==> src/rtl/nnsr_pkg.sv <==
// Shared constants, codes and types of the nearest-neighbor sample ring.
package nnsr_pkg;

  // Ring geometry and field widths.
  localparam int MAX_DIM   = 8;
  localparam int DIM_W     = 3;
  localparam int DEPTH     = 256;
  localparam int ENT_W     = 8;
  localparam int SMP_DEPTH = DEPTH * MAX_DIM;
  localparam int SMP_AW    = ENT_W + DIM_W;
  localparam int VAL_W     = 16;
  localparam int DIF_W     = 17;
  localparam int SQ_W      = 34;
  localparam int DIST_W    = 35;
  localparam int CNT_W     = 9;
  localparam int DIMS_W    = 4;

  // All ones marks an entry without a neighbor.
  localparam logic [DIST_W-1:0] DIST_NONE = '1;

  // Input actions and result kinds.
  localparam logic ACT_PUSH    = 1'b0;
  localparam logic ACT_READ    = 1'b1;
  localparam logic KIND_INSERT = 1'b0;
  localparam logic KIND_READ   = 1'b1;

  // Configuration register indexes.
  localparam logic CFG_DIMS = 1'b0;
  localparam logic CFG_CAP  = 1'b1;

  typedef enum logic [2:0] {
    S_IDLE,
    S_RDWAIT,
    S_SCAN,
    S_DRAIN,
    S_UPD,
    S_INS,
    S_EMIT
  } state_t;

  // Control of one component entering the distance unit.
  typedef struct packed {
    logic             clr;
    logic             vld;
    logic             incl;
    logic [DIM_W-1:0] idx;
  } nnsr_dctl_t;

  // Difference produced by the distance unit.
  typedef struct packed {
    logic                    vld;
    logic [DIM_W-1:0]        idx;
    logic signed [DIF_W-1:0] dif;
  } nnsr_dif_t;

endpackage

==> src/rtl/nnsr_dist.sv <==
// Distance unit: difference, square and accumulate, one component a cycle.
module nnsr_dist (
  input  logic                              clk,
  input  logic                              rst_n,
  input  nnsr_pkg::nnsr_dctl_t              ctl,
  input  logic signed [nnsr_pkg::VAL_W-1:0] a_i,
  input  logic signed [nnsr_pkg::VAL_W-1:0] b_i,
  output nnsr_pkg::nnsr_dif_t               dif_o,
  output logic [nnsr_pkg::DIST_W-1:0]       sum_o,
  output logic                              busy_o
);
  import nnsr_pkg::*;

  logic                    v1_r, incl1_r, v2_r;
  logic [DIM_W-1:0]        idx1_r;
  logic signed [DIF_W-1:0] dif1_r;
  logic [SQ_W-1:0]         sq_r;
  logic [DIST_W-1:0]       acc_r;
  logic signed [SQ_W-1:0]  prod;

  // Valid flags of the two pipeline stages.
  always_ff @(posedge clk) begin
    if (!rst_n) begin
      v1_r <= 1'b0;
      v2_r <= 1'b0;
    end else begin
      v1_r <= ctl.vld;
      v2_r <= v1_r && incl1_r;
    end
  end

  // Stage one: difference of incoming and stored component.
  always_ff @(posedge clk) begin
    incl1_r <= ctl.incl;
    idx1_r  <= ctl.idx;
    dif1_r  <= DIF_W'(a_i) - DIF_W'(b_i);
  end

  // Stage two: square of the difference, never negative.
  assign prod = dif1_r * dif1_r;
  always_ff @(posedge clk) begin
    sq_r <= prod[SQ_W-1:0];
  end

  // Stage three: accumulate. Seven squares of 17-bit differences stay
  // below the saturation level, so the sum cannot overflow.
  always_ff @(posedge clk) begin
    if (ctl.clr) begin
      acc_r <= '0;
    end else if (v2_r) begin
      acc_r <= acc_r + DIST_W'(sq_r);
    end
  end

  assign dif_o  = '{vld: v1_r, idx: idx1_r, dif: dif1_r};
  assign sum_o  = acc_r;
  assign busy_o = v1_r || v2_r;

endmodule

==> config.mk <==
export PLATFORM = sky130hd
export DESIGN_NAME = nnsr_dist
export DESIGN_NICKNAME = d
export VERILOG_FILES = /design/src/rtl/nnsr_pkg.sv /design/src/rtl/nnsr_dist.sv
export SDC_FILE = /design/constraint.sdc
export NUM_CORES = 1
export LEC_CHECK = 0
export ABC_AREA = 1
export BUFFER_PORTS_ARGS = -buffer_cell sky130_fd_sc_hd__buf_2
export CAP_MARGIN = 20
export CORE_UTILIZATION = 60
export CTS_CLUSTER_SIZE = 30
export DETAILED_ROUTE_END_ITERATION = 6
export GPL_TIMING_DRIVEN = 0
export PLACE_DENSITY = 0.89
export SETUP_SLACK_MARGIN = 0.05
export SYNTH_ARGS = -nofsm -noshare
export SYNTH_HDL_FRONTEND = slang
export SYNTH_SLANG_ARGS = --single-unit
==> constraint.sdc <==
create_clock -name clk -period 9.45 [get_ports clk]
set_input_delay 0.945 -clock clk [delete_from_list [all_inputs] [get_ports clk]]
set_output_delay 0.945 -clock clk [all_outputs]
set_load 0.02 [all_outputs]
==> results.json <==
{
  "maxCapViolations": 0,
  "detailedPlace.worstSlack_ns": 2.52,
  "synth.cell_area_sq_um": 16200,
  "grt_usage_pct": 31.1,
  "fin_ws_ns": 2.40,
  "cp_top_family": "adder cells",
  "synth_seq_cells": 91,
  "first_pass_iters": 7,
  "start_util_pct": 61.8,
  "cp_slowest_cell": "fa_1",
  "clock.fmax_mhz": 142,
  "num_rows": 59,
  "ys_seq_area_share_pct": 11.2,
  "ant_nets": 0,
  "globalplace.congestion": 0.983,
  "die_y_microns": 166,
  "io_buffer_count": 96,
  "violations": "design-rule violations",
  "drt_iter0_drc": 888,
  "yosysMostFrequentCell": "inv_1",
  "tightest_slew_ns": 0.760,
  "period_minus_slack_ns": 7.05,
  "clk_latency_ns": 0.36,
  "dieArea_sq_um": 27700,
  "synth-edff-count": 0,
  "die_x_microns": 166,
  "period_share_pct": 74.6,
  "cp.required_ns": 9.69,
  "grt_max_degree": 18,
  "cts_setup_buffers": 0,
  "ys_types": 44,
  "via_per_inst": 5.27,
  "synthFlopType": "dfxtp_1",
  "max_stage_delay_ns": 0.77,
  "ctsRootBufferMaster": "clkbuf_16",
  "synth_top_area_share_pct": 33.2,
  "slew_viol_final": 0,
  "detailed_place_hpwl_microns": 35400,
  "fill_cells": 2205,
  "syn_nets": 2602,
  "antenna_found_initial": 0,
  "path_class": "reg -> reg",
  "netlist_instances": 2153,
  "yosysTopAreaCell": "fa_1",
  "finalSetupViolations": 0,
  "clkTransAtPathRegs_ns": 0.09,
  "num_antenna_cells": 0,
  "nNetsFinal": 2709,
  "critPathMostFrequentCell": "fa_1",
  "max_slew_margin_pct": 49.3,
  "placed_area_sq_um": 17100,
  "rsz0062_at_grt": "no",
  "finalClockSkew_ns": 0.0200,
  "hp-class": "reg -> reg",
  "cts_resized": 0,
  "ff_latch_area_sq_um": 1820,
  "dr_total_vias": 13700,
  "critPathLaunchType": "flop",
  "clkSinkCount": 91,
  "overflow": 0,
  "path_buf_inv": 6,
  "drive_above_1_share_pct": 8.43,
  "first_global_vias": 14600,
  "cts_max_path_buffers": 2,
  "wirelength_microns": 41200,
  "fin_cells": 2600,
  "grt_pass1_wl_microns": 68300,
  "status": "finished with violations",
  "io_pins": 97,
  "core_area_sq_um": 26300,
  "cts_max_level": 3,
  "hold_viol": 0,
  "finalInstanceArea_sq_um": 17400,
  "crit_fanout": 10,
  "ys_top_cells_by_count": "inv_1 (602), nand2_1 (445), fa_1 (269)",
  "multi_input_area_sq_um": 11900,
  "async_flop_share_pct": 0,
  "dpl.cell_count": 2584,
  "cts_tree": "built",
  "cp-end-kind": "flop",
  "yosys-top-cells-area": "fa_1 (33%), inv_1 (14%), dfxtp_1 (11%), ha_1 (11%), nand2_1 (10%)",
  "wl_per_cell_microns": 15.9,
  "timing.setup.tns_ns": 0,
  "cts_buffers": 9,
  "cp.arrival_ns": 7.29,
  "drc": 5,
  "area_delta_synth_final_pct": 7.45,
  "synth.avg_cell_area_sq_um": 7.54,
  "path_cells": "clkbuf_1 -> buf_1 -> nand2_1 -> fa_1 -> inv_1 -> fa_1 -> inv_1 -> fa_1 -> fa_1 -> fa_1 -> fa_1 -> inv_1 -> ha_1 -> a21oi_1 -> o21ai_0 -> a21oi_1 -> o21ai_0 -> a21oi_1 -> inv_1 -> nand2_1 -> nand2_1",
  "ctsHoldBuffers": 0,
  "yosysWarnings": 0
}
[flip-flops by register name, summed over array words and instances, names as in the netlist]
name,flops
sum_o,35
sq_r,33
dif1_r,17
idx1_r,3
incl1_r,1
v1_r,1
v2_r,1
[routing by layer]
metal,track usage [%],up-vias,wire (microns)
li1,-,6504,-
met3,3.92,137,2440
met2,56.6,545,20200
met5,0,-,0
met1,36.4,6521,16600
met4,14.3,0,2000
[logic make-up (layout without fill, tap and decap cells)]
kind of cell	Yosys count	after routing	share of synthesized area (%)
compound gates	164	164	5.95
simple gates	760	760	19.7
fa+ha+maj	409	409	44.0
flops	91	91	11.2
xor+xnor	72	72	3.89
buf+inv	657	769	15.2
[final cells by class]
type                       instances  share of cell area (%)
buffer                            47                    1.06
clock buffer                       9                    1.29
clock inverter                     7                   0.481
inverter                         610                    13.1
multi-input combinational       1405                    68.4
sequential                        91                    10.4
tap                              335                    2.40
timing repair buffer              96                    2.76
[placed cells by master, fill, tap and decap left out, types with 7 or more instances in the layout]
| cell | n |
|---|---|
| inv_1 | 602 |
| nand2_1 | 445 |
| fa_1 | 269 |
| nor2_1 | 165 |
| ha_1 | 140 |
| buf_2 | 97 |
| dfxtp_1 | 91 |
| a21oi_1 | 74 |
| nand3_1 | 70 |
| xor2_1 | 53 |
| clkbuf_1 | 42 |
| o21ai_0 | 35 |
| nand2_2 | 20 |
| xnor2_1 | 19 |
| nor3_1 | 13 |
| o21ai_1 | 12 |
| nor2_2 | 10 |
| o21bai_1 | 10 |
| a21o_1 | 9 |
| clkbuf_16 | 9 |
| nand3_2 | 8 |
| nand4_1 | 8 |
| inv_2 | 7 |
[per-stage QoR]
stage          utilization, %  hold slack [ns]
2_1_floorplan               -            0.350
3_3_place_gp             65.2            0.452
3_5_place_dp             65.2            0.452
4_1_cts                  66.4            0.458
5_1_grt                  66.4            0.474
6_report                 66.4            0.449
[final timing paths]
| kind | start | endpoint | slack, ns | cells past startpoint |
|---|---|---|---|---|
| worst max-delay path | dif1_r[16]$_DFF_P_ | sq_r[33]$_DFF_P_ | 2.40 | 21 |
| worst min-delay path | incl1_r$_DFF_P_ | v2_r$_SDFF_PN0_ | 0.45 | 1 |
| worst max register to register | dif1_r[16]$_DFF_P_ | sq_r[33]$_DFF_P_ | 2.40 | 21 |
| worst min register to register | incl1_r$_DFF_P_ | v2_r$_SDFF_PN0_ | 0.45 | 1 |
Power is left out: the tool's default activity adds up to more than one toggle a clock period on the data nets, which glitch-free logic cannot reach.
